$ cat src/design/assert_macros.svh
// Assertion macros shared by the converter modules.
// No dependencies; each file that asserts includes this header.
`ifndef ASSERT_MACROS_SVH
`define ASSERT_MACROS_SVH

// Condition holds at every clock edge outside reset.
`define ASSERT_ALWAYS(label, clk, rst_n, cond, msg) \
    label: assert property (@(posedge clk) disable iff (!rst_n) (cond)) else $error(msg);

// Antecedent implies consequent in the same cycle.
`define ASSERT_IMPLIES(label, clk, rst_n, ante, cons, msg) \
    label: assert property (@(posedge clk) disable iff (!rst_n) (ante) |-> (cons)) \
        else $error(msg);

// Antecedent implies consequent in the following cycle.
`define ASSERT_NEXT(label, clk, rst_n, ante, cons, msg) \
    label: assert property (@(posedge clk) disable iff (!rst_n) (ante) |=> (cons)) \
        else $error(msg);

`endif

$ cat src/design/abln_pkg.sv
// Shared types and constants for the Annex-B to length-prefixed NAL converter.
// No dependencies; used by every module of the block but abln_fifo.
package abln_pkg;

    localparam int LENGTH_BITS_DEF = 32;
    localparam int OP_DEPTH_DEF    = 4;
    localparam int OUT_DEPTH_DEF   = 4;

    localparam logic [1:0] KIND_PAYLOAD = 2'd0;
    localparam logic [1:0] KIND_LENGTH  = 2'd1;
    localparam logic [1:0] KIND_STATUS  = 2'd2;

    localparam logic [4:0] NAL_TYPE_MASK = 5'h1F;
    localparam logic [4:0] NAL_TYPE_SPS  = 5'd7;
    localparam logic [4:0] NAL_TYPE_PPS  = 5'd8;

    typedef struct packed {
        logic [7:0] data_byte;
        logic       unit_end;
    } t_in_item;

    typedef struct packed {
        logic [1:0]  record_kind;
        logic [7:0]  payload_byte;
        logic [31:0] nal_byte_count;
        logic [4:0]  nal_unit_type;
        logic        unit_failed;
        logic        final_record;
    } t_out_item;

    // Steps passed from the front part to the back part.
    typedef enum logic [1:0] {
        OP_TAKE  = 2'd0,
        OP_START = 2'd1,
        OP_CLOSE = 2'd2,
        OP_END   = 2'd3
    } t_op_code;

    typedef struct packed {
        t_op_code   code;
        logic [7:0] data;
    } t_op;

endpackage

$ cat src/design/abln_fifo.sv
// Small register FIFO used for the step queue and the result queue.
// Depends on assert_macros.svh; DEPTH must be a power of two, at least 2.
`include "assert_macros.svh"

module abln_fifo #(
    parameter int WIDTH = 8,
    parameter int DEPTH = 4
) (
    input  logic             i_clk,
    input  logic             i_rst_n,
    input  logic             i_push,
    input  logic [WIDTH-1:0] i_data,
    output logic             o_full,
    input  logic             i_pop,
    output logic [WIDTH-1:0] o_data,
    output logic             o_empty
);

    localparam int PTR_W = $clog2(DEPTH);
    localparam int CNT_W = $clog2(DEPTH + 1);

    logic [WIDTH-1:0] r_mem [0:DEPTH-1];
    logic [PTR_W-1:0] r_wr_ptr;
    logic [PTR_W-1:0] r_rd_ptr;
    logic [CNT_W-1:0] r_count;
    logic             wr_en;
    logic             rd_en;

    assign o_full  = (r_count == CNT_W'(DEPTH));
    assign o_empty = (r_count == '0);
    assign wr_en   = i_push & ~o_full;
    assign rd_en   = i_pop & ~o_empty;
    assign o_data  = r_mem[r_rd_ptr];

    always_ff @(posedge i_clk) begin
        if (wr_en) begin
            r_mem[r_wr_ptr] <= i_data;
        end
    end

    always_ff @(posedge i_clk) begin
        if (!i_rst_n) begin
            r_wr_ptr <= '0;
            r_rd_ptr <= '0;
            r_count  <= '0;
        end else begin
            if (wr_en) begin
                r_wr_ptr <= r_wr_ptr + PTR_W'(1);
            end
            if (rd_en) begin
                r_rd_ptr <= r_rd_ptr + PTR_W'(1);
            end
            unique case ({wr_en, rd_en})
                2'b10: begin
                    r_count <= r_count + CNT_W'(1);
                end
                2'b01: begin
                    r_count <= r_count - CNT_W'(1);
                end
                default: begin
                    r_count <= r_count;
                end
            endcase
        end
    end

    `ASSERT_ALWAYS(a_fifo_count, i_clk, i_rst_n, r_count <= CNT_W'(DEPTH), "fifo overfilled")

endmodule

$ cat src/design/abln_front.sv
// Front part: lookahead window, start-code detection, step generation.
// Depends on abln_pkg and assert_macros.svh.
`include "assert_macros.svh"

module abln_front (
    input  logic                i_clk,
    input  logic                i_rst_n,
    input  logic                i_push,
    output logic                o_full,
    input  abln_pkg::t_in_item  i_item,
    output logic                o_op_push,
    output abln_pkg::t_op       o_op,
    input  logic                i_op_full
);

    localparam logic [2:0] SC_NONE  = 3'd0;
    localparam logic [2:0] SC_SHORT = 3'd3;
    localparam logic [2:0] SC_LONG  = 3'd4;
    localparam logic [2:0] WIN_FULL = 3'd4;

    typedef enum logic [3:0] {
        ST_RUN   = 4'b0001,
        ST_DRAIN = 4'b0010,
        ST_CLOSE = 4'b0100,
        ST_END   = 4'b1000
    } t_front_state;

    function automatic logic [2:0] sc_len(input logic [7:0] b0, input logic [7:0] b1,
                                          input logic [7:0] b2, input logic [7:0] b3,
                                          input logic [2:0] avail);
        logic [2:0] res;
        res = SC_NONE;
        if (avail >= 3'd4 && b0 == 8'h00 && b1 == 8'h00 && b2 == 8'h00 && b3 == 8'h01) begin
            res = SC_LONG;
        end else if (avail >= 3'd3 && b0 == 8'h00 && b1 == 8'h00 && b2 == 8'h01) begin
            res = SC_SHORT;
        end
        return res;
    endfunction

    t_front_state r_state, n_state;
    logic [7:0]   r_look [0:2];
    logic [7:0]   n_look [0:2];
    logic [1:0]   r_fill, n_fill;
    logic [7:0]   r_win [0:3];
    logic [7:0]   n_win [0:3];
    logic [2:0]   r_wcnt, n_wcnt;

    logic         accept;
    logic [2:0]   run_sc;
    logic [2:0]   drn_sc;
    logic [2:0]   drn_step;
    logic [2:0]   wcnt_left;

    assign o_full    = (r_state != ST_RUN) | i_op_full;
    assign accept    = i_push & ~o_full;
    assign run_sc    = sc_len(r_look[0], r_look[1], r_look[2], i_item.data_byte, WIN_FULL);
    assign drn_sc    = sc_len(r_win[0], r_win[1], r_win[2], r_win[3], r_wcnt);
    assign drn_step  = (drn_sc != SC_NONE) ? drn_sc : 3'd1;
    assign wcnt_left = r_wcnt - drn_step;

    always_comb begin
        n_state   = r_state;
        n_look    = r_look;
        n_fill    = r_fill;
        n_win     = r_win;
        n_wcnt    = r_wcnt;
        o_op_push = 1'b0;
        o_op.code = abln_pkg::OP_TAKE;
        o_op.data = 8'h00;
        unique case (r_state)
            ST_RUN: begin
                if (accept) begin
                    if (i_item.unit_end) begin
                        // last byte: freeze the whole window for draining
                        for (int i = 0; i < 4; i++) begin
                            if (2'(i) < r_fill && i < 3) begin
                                n_win[i] = r_look[i];
                            end else if (2'(i) == r_fill) begin
                                n_win[i] = i_item.data_byte;
                            end else begin
                                n_win[i] = 8'h00;
                            end
                        end
                        n_wcnt  = {1'b0, r_fill} + 3'd1;
                        n_fill  = 2'd0;
                        n_state = ST_DRAIN;
                    end else if (r_fill != 2'd3) begin
                        n_look[r_fill] = i_item.data_byte;
                        n_fill         = r_fill + 2'd1;
                    end else if (run_sc == SC_LONG) begin
                        o_op_push = 1'b1;
                        o_op.code = abln_pkg::OP_START;
                        n_fill    = 2'd0;
                    end else if (run_sc == SC_SHORT) begin
                        o_op_push = 1'b1;
                        o_op.code = abln_pkg::OP_START;
                        n_look[0] = i_item.data_byte;
                        n_fill    = 2'd1;
                    end else begin
                        o_op_push = 1'b1;
                        o_op.code = abln_pkg::OP_TAKE;
                        o_op.data = r_look[0];
                        n_look[0] = r_look[1];
                        n_look[1] = r_look[2];
                        n_look[2] = i_item.data_byte;
                    end
                end
            end
            ST_DRAIN: begin
                if (!i_op_full) begin
                    o_op_push = 1'b1;
                    if (drn_sc != SC_NONE) begin
                        o_op.code = abln_pkg::OP_START;
                    end else begin
                        o_op.code = abln_pkg::OP_TAKE;
                        o_op.data = r_win[0];
                    end
                    unique case (drn_step)
                        3'd1: begin
                            n_win[0] = r_win[1];
                            n_win[1] = r_win[2];
                            n_win[2] = r_win[3];
                            n_win[3] = 8'h00;
                        end
                        3'd3: begin
                            n_win[0] = r_win[3];
                            n_win[1] = 8'h00;
                            n_win[2] = 8'h00;
                            n_win[3] = 8'h00;
                        end
                        default: begin
                            n_win[0] = 8'h00;
                            n_win[1] = 8'h00;
                            n_win[2] = 8'h00;
                            n_win[3] = 8'h00;
                        end
                    endcase
                    n_wcnt = wcnt_left;
                    if (wcnt_left == 3'd0) begin
                        n_state = ST_CLOSE;
                    end
                end
            end
            ST_CLOSE: begin
                if (!i_op_full) begin
                    o_op_push = 1'b1;
                    o_op.code = abln_pkg::OP_CLOSE;
                    n_state   = ST_END;
                end
            end
            ST_END: begin
                if (!i_op_full) begin
                    o_op_push = 1'b1;
                    o_op.code = abln_pkg::OP_END;
                    n_state   = ST_RUN;
                end
            end
            default: begin
                n_state = ST_RUN;
            end
        endcase
    end

    always_ff @(posedge i_clk) begin
        if (!i_rst_n) begin
            r_state <= ST_RUN;
            r_fill  <= 2'd0;
            r_wcnt  <= 3'd0;
        end else begin
            r_state <= n_state;
            r_fill  <= n_fill;
            r_wcnt  <= n_wcnt;
        end
    end

    always_ff @(posedge i_clk) begin
        r_look <= n_look;
        r_win  <= n_win;
    end

    `ASSERT_IMPLIES(a_drain_cnt, i_clk, i_rst_n, r_state == ST_DRAIN, r_wcnt != 3'd0 && r_wcnt <= 3'd4, "drain window count out of range")
    `ASSERT_NEXT(a_last_drain, i_clk, i_rst_n, accept && i_item.unit_end, r_state == ST_DRAIN && r_fill == 2'd0, "last byte did not start drain")

endmodule

$ cat src/design/abln_back.sv
// Back part: NAL state, byte counting, record generation.
// Depends on abln_pkg and assert_macros.svh.
`include "assert_macros.svh"

module abln_back #(
    parameter int LENGTH_BITS = abln_pkg::LENGTH_BITS_DEF
) (
    input  logic                i_clk,
    input  logic                i_rst_n,
    input  logic                i_op_valid,
    input  abln_pkg::t_op       i_op,
    output logic                o_op_pop,
    input  logic                i_out_full,
    output logic                o_out_push,
    output abln_pkg::t_out_item o_record
);

    logic                   r_inside, n_inside;
    logic [LENGTH_BITS-1:0] r_len, n_len;
    logic [4:0]             r_type, n_type;
    logic                   r_drop, n_drop;
    logic                   r_emitted, n_emitted;

    logic                   process;
    logic                   len_zero;
    logic                   close_emit;
    logic [4:0]             take_type;
    logic                   take_drop;
    logic                   eff_drop;

    assign process    = i_op_valid & ~i_out_full;
    assign o_op_pop   = process;
    assign len_zero   = (r_len == '0);
    assign close_emit = r_inside & ~len_zero & ~r_drop;
    assign take_type  = i_op.data[4:0] & abln_pkg::NAL_TYPE_MASK;
    assign take_drop  = (take_type == abln_pkg::NAL_TYPE_SPS) ||
                        (take_type == abln_pkg::NAL_TYPE_PPS);
    assign eff_drop   = len_zero ? take_drop : r_drop;

    always_comb begin
        n_inside   = r_inside;
        n_len      = r_len;
        n_type     = r_type;
        n_drop     = r_drop;
        n_emitted  = r_emitted;
        o_out_push = 1'b0;
        o_record   = '0;
        if (process) begin
            unique case (i_op.code)
                abln_pkg::OP_TAKE: begin
                    if (r_inside) begin
                        if (len_zero) begin
                            n_type = take_type;
                            n_drop = take_drop;
                        end
                        if (!eff_drop) begin
                            o_out_push            = 1'b1;
                            o_record.record_kind  = abln_pkg::KIND_PAYLOAD;
                            o_record.payload_byte = i_op.data;
                        end
                        // count saturates; bytes still pass
                        if (r_len != '1) begin
                            n_len = r_len + LENGTH_BITS'(1);
                        end
                    end
                end
                abln_pkg::OP_START: begin
                    if (close_emit) begin
                        o_out_push              = 1'b1;
                        o_record.record_kind    = abln_pkg::KIND_LENGTH;
                        o_record.nal_byte_count = 32'(r_len);
                        o_record.nal_unit_type  = r_type;
                        n_emitted               = 1'b1;
                    end
                    n_inside = 1'b1;
                    n_len    = '0;
                    n_type   = 5'd0;
                    n_drop   = 1'b0;
                end
                abln_pkg::OP_CLOSE: begin
                    if (close_emit) begin
                        o_out_push              = 1'b1;
                        o_record.record_kind    = abln_pkg::KIND_LENGTH;
                        o_record.nal_byte_count = 32'(r_len);
                        o_record.nal_unit_type  = r_type;
                        n_emitted               = 1'b1;
                    end
                end
                abln_pkg::OP_END: begin
                    o_out_push            = 1'b1;
                    o_record.record_kind  = abln_pkg::KIND_STATUS;
                    o_record.unit_failed  = ~r_emitted;
                    o_record.final_record = 1'b1;
                    n_inside              = 1'b0;
                    n_len                 = '0;
                    n_type                = 5'd0;
                    n_drop                = 1'b0;
                    n_emitted             = 1'b0;
                end
                default: begin
                    n_inside = r_inside;
                end
            endcase
        end
    end

    always_ff @(posedge i_clk) begin
        if (!i_rst_n) begin
            r_inside  <= 1'b0;
            r_len     <= '0;
            r_type    <= 5'd0;
            r_drop    <= 1'b0;
            r_emitted <= 1'b0;
        end else begin
            r_inside  <= n_inside;
            r_len     <= n_len;
            r_type    <= n_type;
            r_drop    <= n_drop;
            r_emitted <= n_emitted;
        end
    end

    `ASSERT_IMPLIES(a_end_record, i_clk, i_rst_n, process && i_op.code == abln_pkg::OP_END, o_out_push && o_record.final_record, "end step gave no final record")
    `ASSERT_NEXT(a_end_clears, i_clk, i_rst_n, process && i_op.code == abln_pkg::OP_END, !r_inside && !r_emitted && r_len == '0, "unit state not cleared")
    `ASSERT_IMPLIES(a_len_nonzero, i_clk, i_rst_n, o_out_push && o_record.record_kind == abln_pkg::KIND_LENGTH, o_record.nal_byte_count != 32'd0, "empty NAL reported")

endmodule

$ cat src/design/annexb_to_length_prefixed_nal_core.sv
// Top level of the Annex-B to length-prefixed NAL converter.
// Depends on abln_pkg, abln_fifo, abln_front and abln_back.
//
// Takes an H.264 Annex-B access unit one byte per transfer (unit_end on the
// last byte) and emits a stream of records: payload bytes of every kept NAL,
// a length record (count saturating at 2^LENGTH_BITS-1, plus NAL type) when
// each NAL closes, and a final status record flagging a unit that produced
// no NAL. SPS/PPS and empty NALs are dropped; a writer puts each length as a
// 4-byte big-endian prefix ahead of its NAL. Both sides look like queues:
// push/full in, empty/pop out. Ordinary bytes are taken one per clock while
// the step queue has room; the front keeps a three-byte lookahead, issues
// at most one step per ordinary byte to a short step queue, and the back
// turns one step per clock into at most one record in the result queue
// while that queue has room. After a transfer carrying unit_end, full stays
// high through s drain steps over the n = 1..4 bytes left in the window
// (one step per plain byte, one per start code, so 1 <= s <= n), then the
// close and end steps. A full step queue stalls the input further. A record
// reaches the outputs through both queues; a payload byte is released by the
// transfer three bytes later, or by the drain after the unit's last byte.

module annexb_to_length_prefixed_nal_core #(
    parameter int LENGTH_BITS = abln_pkg::LENGTH_BITS_DEF,
    parameter int OP_DEPTH    = abln_pkg::OP_DEPTH_DEF,
    parameter int OUT_DEPTH   = abln_pkg::OUT_DEPTH_DEF
) (
    input  logic                i_clk,
    input  logic                i_rst_n,
    input  logic                push,
    output logic                full,
    input  abln_pkg::t_in_item  i_item,
    output logic                empty,
    input  logic                pop,
    output abln_pkg::t_out_item o_record
);

    localparam int OP_W  = $bits(abln_pkg::t_op);
    localparam int OUT_W = $bits(abln_pkg::t_out_item);

    // front -> step queue
    logic                op_push;
    abln_pkg::t_op       op_in;
    logic                op_full;
    // step queue -> back
    logic [OP_W-1:0]     op_head;
    logic                op_empty;
    logic                op_pop;
    // back -> result queue
    logic                rec_push;
    abln_pkg::t_out_item rec_in;
    logic                rec_full;
    logic [OUT_W-1:0]    rec_head;

    abln_front u_front (
        .i_clk     (i_clk),
        .i_rst_n   (i_rst_n),
        .i_push    (push),
        .o_full    (full),
        .i_item    (i_item),
        .o_op_push (op_push),
        .o_op      (op_in),
        .i_op_full (op_full)
    );

    abln_fifo #(
        .WIDTH (OP_W),
        .DEPTH (OP_DEPTH)
    ) u_op_q (
        .i_clk   (i_clk),
        .i_rst_n (i_rst_n),
        .i_push  (op_push),
        .i_data  (op_in),
        .o_full  (op_full),
        .i_pop   (op_pop),
        .o_data  (op_head),
        .o_empty (op_empty)
    );

    abln_back #(
        .LENGTH_BITS (LENGTH_BITS)
    ) u_back (
        .i_clk      (i_clk),
        .i_rst_n    (i_rst_n),
        .i_op_valid (~op_empty),
        .i_op       (abln_pkg::t_op'(op_head)),
        .o_op_pop   (op_pop),
        .i_out_full (rec_full),
        .o_out_push (rec_push),
        .o_record   (rec_in)
    );

    // result queue doubles as the output register stage
    abln_fifo #(
        .WIDTH (OUT_W),
        .DEPTH (OUT_DEPTH)
    ) u_out_q (
        .i_clk   (i_clk),
        .i_rst_n (i_rst_n),
        .i_push  (rec_push),
        .i_data  (rec_in),
        .o_full  (rec_full),
        .i_pop   (pop),
        .o_data  (rec_head),
        .o_empty (empty)
    );

    assign o_record = abln_pkg::t_out_item'(rec_head);

endmodule

$ cat config.mk
export PLATFORM = sky130hd
export DESIGN_NAME = annexb_to_length_prefixed_nal_core
export DESIGN_NICKNAME = d
export VERILOG_FILES = /design/src/design/abln_pkg.sv /design/src/design/abln_fifo.sv /design/src/design/abln_front.sv /design/src/design/abln_back.sv /design/src/design/annexb_to_length_prefixed_nal_core.sv
export VERILOG_INCLUDE_DIRS = /design/src /design/src/design
export SDC_FILE = /design/constraint.sdc
export NUM_CORES = 1
export LEC_CHECK = 0
export BUFFER_PORTS_ARGS = -buffer_cell sky130_fd_sc_hd__clkbuf_2
export CAP_MARGIN = 10
export CORE_MARGIN = 4
export CORE_UTILIZATION = 55
export DETAILED_ROUTE_END_ITERATION = 10
export PLACE_DENSITY = 0.75
export SLEW_MARGIN = 15
export SYNTH_ARGS = -nofsm -noshare
export SYNTH_HDL_FRONTEND = slang
export SYNTH_SLANG_ARGS = --single-unit
export TNS_END_PERCENT = 30
$ cat constraint.sdc
create_clock -name i_clk -period 4.1 [get_ports i_clk]
set_input_delay 0.82 -clock i_clk [delete_from_list [all_inputs] [get_ports i_clk]]
set_output_delay 0.82 -clock i_clk [all_outputs]
set_load 0.05 [all_outputs]
==> impl_metrics.ini, run 1 <==
[timing]
finalCritPeriodShare = 0.917
hold_slack_ns = 0.463
fmax_mhz = 266
drv_slew = 0
worst_slack_ns = 0.338
relSlewSlack = 0.307
clock_skew_ns = 0.0113
fin_tns_setup_ns = 0
finalSetupViolCount = 0
rsz0062_at_grt = no
tightestPinTransition_ns = 1.03
hold_viol = 0
period_minus_slack_ns = 3.76

[place]
gp_congestion = 0.872
place_hpwl_um = 19800
dpl_worst_slack_ns = 0.373
dp.cells = 1465
port_buffers = 63

[floorplanning]
die_h_um = 175
die_w_um = 175
die_area_um2 = 30700
initial_core_util = 0.565
core_um2 = 27300
fp-row-count = 60
ioPinCount = 64

[detailed_routing]
dr_total_vias = 9093
first_pass_iters = 5
routed_via_density = 5.94
post-route-drc-count = 0
routed_wl_um = 30600
drt_iter0_drc = 811
ant_nets = 0
wl_per_cell_um = 20.0

[clocking]
cts_num_sinks = 359
postCtsResizedCells = 0
cts_hold_buf = 0
clk_path_buf_depth = 3
cts_tree = done
ctsRootBufferMaster = clkbuf_16
clk_latency_ns = 0.52
cts_buffers = 37
clkTransAtPathRegs_ns = 0.06
post_cts_buffers = 0
ctsHtreeMaxLevel = 2

[synthesis]
synthCells = 1053
synth_top_area_frac = 0.569
synth_largest_area_cell = edfxtp_1
syn_avg_cell_area_um2 = 14.6
yosys_warnings = 0
synth_nets = 1092
seq_area_frac_synth = 0.656
synth_area_leaders = edfxtp_1 (57%), dfxtp_1 (8.7%), mux4_2 (7.6%)
synth-edff-count = 292
netlist_area_um2 = 15400
yosysUniqueCellTypes = 64
ys.flop_type = edfxtp_1
ys_async_sr_fraction = 0
synth-seq-cells = 359

[setup_path]
crit_path_max_incr_delay_ns = 0.56
critPathCaptureType = flop
required_ns = 4.53
crit_chain = buf_4 > mux4_2 > or4b_1 > a21o_2 > a211o_1 > inv_1 > ha_1 > inv_1 > fa_1 > xor2_1 > or3_1 > a21oi_1
reg2regPathDepth = 12
worstPathArrival_ns = 4.19
cp_slowest_cell = or4b_1
crit_fanout = 8
worstSetupPathType = reg2reg
cpMostUsedCell = inv_1
worstSetupStartpointType = flop

[worst_hold_path]
hold_path.class = reg2reg
holdPathStages = 2

[pwr]
peakVddDrop_mv = 0.315
p_leak_nw = 5.70
powerDensity_nw_per_um2 = 558

[final_layout]
antenna_cells = 0
drive_gt1_frac = 0.184
final_cells = 1532
nets = 1171
fillCellCount = 1990
multiInputGateArea_um2 = 5010
utilization = 0.639
syn_to_final_growth_pct = 13.0
regArea_um2 = 10100

[run]
drv_cap = 0

[grt]
globalRouteTotalUtil = 0.201
grt_antenna_before_repair = 0
grt_pass1_vias = 9146
gr-total-overflow = 0
grt_first_pass_wirelength_um = 49500
grt_max_degree = 40

[outcome]
status = finished clean
## registers in the layout, indices dropped and copies added, names as in the netlist, named ones only
name and flops:
u_out_q.r_mem 196, u_op_q.r_mem 40, u_back.r_len 32, u_front.r_win 32, u_front.r_look 24, u_back.r_type 5
u_front.r_state 4, u_front.r_wcnt 3, u_op_q.r_count 3, u_out_q.r_count 3, u_front.r_fill 2, u_op_q.r_rd_ptr 2
u_op_q.r_wr_ptr 2, u_out_q.r_rd_ptr 2, u_out_q.r_wr_ptr 2, u_back.r_drop 1, u_back.r_emitted 1, u_back.r_inside 1
## final timing paths
check | from | to | slack (ns)
worst max-delay path | flop | u_out_q.r_count[2] | 0.34
worst min-delay path | u_back.r_type[4] | u_back.r_type[4] | 0.46
worst max register to register | flop | u_out_q.r_count[2] | 0.34
worst min register to register | u_back.r_type[4] | u_back.r_type[4] | 0.46
## per-stage QoR
step,power (mW),cell area [um2]
after floorplan,6.07,15400
final,9.71,17400
after detailed placement,6.58,16200
after CTS,9.79,17400
after global routing,10.1,17400
after global placement,6.55,16200
## layout make-up
type / count / share of cell area
timing repair buffer: 83 / 0.0296
multi-input combinational: 618 / 0.288
inverter: 33 / 0.00711
tap: 372 / 0.0267
clock inverter: 15 / 0.00589
sequential: 359 / 0.581
clock buffer: 52 / 0.0617
## cell usage after synthesis (4+ instances only)
master    count
xnor2_1      18
ha_1         23
or3_1         8
nor3_1       16
inv_1        33
clkbuf_1     33
xor2_1       18
mux2i_1      18
nor4_1       28
nand2_1      58
edfxtp_1    292
nor2_1       52
a22oi_1       8
o21ai_0      41
dfxtp_1      67
mux4_2       52
buf_1         7
nand3_1      24
nor4b_1       4
mux4_1        7
a21oi_1      29
a21boi_0      6
and2_1       63
nor2b_1      11
a22o_1       23
nand4_1      16
o31ai_1       4
and3_1       25
a211oi_1      5
nor3b_1       5
and3_2        7
## worst max-delay path: cells and delay by family (launching register included)
family | cells | cell delay [ns]
simple gates | 2 | 0.87
compound gates | 3 | 0.77
fa+ha+maj | 2 | 0.56
mux | 1 | 0.55
buf+inv | 3 | 0.39
flops | 1 | 0.38
xor+xnor | 1 | 0.16
## routing by layer
metal	wire length, um	GRT usage	vias up
met2	14300	0.317	277
met4	731	0.0602	0
met3	1820	0.0392	56
li1	-	-	4237
met5	0	0	-
met1	13700	0.288	4523
## report_power, final
part           leakage, nW  switching (mW)  internal [mW]
combinational         2.13            1.42          0.705
sequential            2.99           0.178           4.20
clock                0.576            1.32           1.89
total                 5.70            2.91           6.80
## cells by family after synthesis
family	share of synthesized area
flip-flops	0.656
adder cells (fa/ha/maj)	0.0226
XOR/XNOR	0.0205
AO/OA/AOI/OAI	0.0622
buffers and inverters	0.0192
multiplexers	0.100
AND/OR/NAND/NOR	0.119
## cells in the final DEF (no fill, tap or decap), types with 5 or more instances in the layout
cell         n
nor2_1      52
or3_1        8
mux4_2      52
nor4_1      28
a21boi_0     6
clkbuf_1     8
clkinv_1     5
mux2i_1     18
dfxtp_1     65
nand2_1     58
a211oi_1     5
a22o_1      23
clkbuf_8     5
xor2_1      18
clkinv_2     6
nand4_1     16
nor3b_1      5
nand3_1     24
clkbuf_16   39
and3_1      25
a22oi_1      8
nor3_1      16
nor2b_1     11
clkbuf_2    63
inv_1       33
and3_2       7
xnor2_1     18
and2_1      59
ha_1        23
o21ai_0     41
a21oi_1     28
buf_4       16
edfxtp_1   292
mux4_1       7
Note: power is estimated with default switching activity, not from simulation.
==> run 2: changes to the inputs <==
Settings changed: CORE_UTILIZATION 55 to 50, PLACE_DENSITY 0.75 to 0.7.
==> run 2 against run 1 <==
Worst hold slack better by 0.0044 ns. Fmax fell by 0.33%. Clock power about the same. Worst setup slack lost 0.013 ns. Critical path depth increased by 1. Combinational power about the same. Routed wire length up 2.7%. Power is 0.52% higher. Global-route usage decreased by 1.3 points. Highest routed layer unchanged.
==> impl_metrics.ini, run 2 (same netlist as run 1, synthesis figures left out) <==
[detailed_routing]
routed_via_density = 5.81
dr_total_vias = 9062
routed_wl_um = 31400
ant_nets = 0
first_pass_iters = 5
post-route-drc-count = 0
drt_iter0_drc = 773
wl_per_cell_um = 20.1

[final_layout]
largest_register_ffs = 196
antenna_cells = 0
drive_gt1_frac = 0.184
reg.largest.list = u_out_q.r_mem: 196 flops, u_op_q.r_mem: 40 flops
nets = 1174
fillCellCount = 2359
top_register = u_out_q.r_mem
final_common_cell = edfxtp_1
layout_common_cells = edfxtp_1 (292), dfxtp_1 (64), clkbuf_2 (63)
final_cells = 1560
syn_to_final_growth_pct = 13.5

[grt]
globalRouteTotalUtil = 0.188
grt_antenna_before_repair = 0
gr-total-overflow = 0
grt_first_pass_wirelength_um = 50300
grt_pass1_vias = 9135
grt_max_degree = 37

[setup_path]
worstSetupStartpointType = flop
required_ns = 4.56
reg2regPathDepth = 13
critPathCaptureType = flop
endpoint = u_out_q.r_count[2]
r2r_end = u_out_q.r_count[2]
reg2reg_slack_ns = 0.33
worstPathArrival_ns = 4.23
worstSetupPathType = reg2reg
crit_fanout = 8

[floorplanning]
fp-row-count = 64
die_w_um = 184
ioPinCount = 64
die_h_um = 184
initial_core_util = 0.505
core_um2 = 30500
die_area_um2 = 33700

[pwr]
powerDensity_nw_per_um2 = 558
p_leak_nw = 5.70
peakVddDrop_mv = 0.323
power_mw = 9.76

[place]
port_buffers = 63
place_hpwl_um = 20300
dp.cells = 1491
gp_congestion = 0.883

[clocking]
postCtsResizedCells = 0
cts_buffers = 38
cts_num_sinks = 359
ctsRootBufferMaster = clkbuf_16
ctsHtreeMaxLevel = 2
cts_hold_buf = 0
clk_latency_ns = 0.53
clkTransAtPathRegs_ns = 0.06
post_cts_buffers = 0
cts_tree = done
clk_path_buf_depth = 3

[timing]
finalSetupViolCount = 0
hold_viol = 0
tightestPinTransition_ns = 1.06
fmax_mhz = 265
fin_tns_setup_ns = 0
finalCritPeriodShare = 0.921
relSlewSlack = 0.290
drv_slew = 0
rsz0062_at_grt = no
period_minus_slack_ns = 3.77
clock_skew_ns = 0.0261

[run]
drv_cap = 0

[worst_hold_path]
hold_path.class = reg2reg

[outcome]
status = finished clean
run 2: changes by cell type in the layout (fill, tap and decap cells not counted), sizes merged:
cell	previous run	this run
buf	20	22
bufinv	1	2
clkinv	11	10
clkinvlp	2	3
inv	34	35
run 2: power breakdown:
part / internal, mW / switching [mW]
combinational: 0.721 / 1.42
clock: 1.89 / 1.35
sequential: 4.20 / 0.186
total: 6.81 / 2.95
run 2: how the worst min path moves through the flow:
stage                      from          endpoint  slack, ns  cells past startpoint
2_1_floorplan  u_back.r_type[4]  u_back.r_type[4]       0.43                      2
3_3_place_gp   u_back.r_type[1]  u_back.r_type[1]       0.45                      2
3_5_place_dp   u_back.r_type[1]  u_back.r_type[1]       0.46                      2
4_1_cts        u_back.r_type[1]  u_back.r_type[1]       0.47                      2
5_1_grt        u_back.r_type[1]  u_back.r_type[1]       0.50                      2
6_report       u_back.r_type[1]  u_back.r_type[1]       0.47                      2
run 2: cell type report:
cell class	instances	area [um2]	area share
tap	396	495	0.0283
inverter	33	124	0.00708
timing repair buffer	85	556	0.0318
sequential	359	10100	0.579
multi-input combinational	618	5010	0.287
clock buffer	52	1020	0.0585
clock inverter	17	155	0.00887
run 2: metrics by stage:
| stage | hold slack, ns | util | setup slack [ns] | area, um2 |
|---|---|---|---|---|
| 2_1_floorplan | 0.427 | - | 0.601 | 15400 |
| 3_3_place_gp | 0.452 | 0.534 | 0.352 | 16300 |
| 3_5_place_dp | 0.463 | 0.534 | 0.278 | 16300 |
| 4_1_cts | 0.470 | 0.573 | 0.177 | 17500 |
| 5_1_grt | 0.498 | 0.573 | 0.137 | 17500 |
| 6_report | 0.467 | 0.573 | 0.326 | 17500 |
run 2: layer usage:
metal / wire (um) / vias up / track usage
li1: - / 4241 / -
met1: 13800 / 4534 / 0.263
met2: 15300 / 235 / 0.308
met3: 1550 / 52 / 0.0313
met4: 749 / 0 / 0.0548
met5: 0 / - / 0
run 2: worst max-delay path, cell delays in order (launching register included):
cell and delay [ns]:
dfxtp_2 0.44, mux4_1 0.66, inv_1 0.15, ha_1 0.27, or3_1 0.35, o211a_1 0.12, a211o_1 0.37, inv_1 0.09
ha_1 0.17, inv_1 0.06, fa_1 0.37, xor2_1 0.17, or3_1 0.33, a21oi_1 0.16
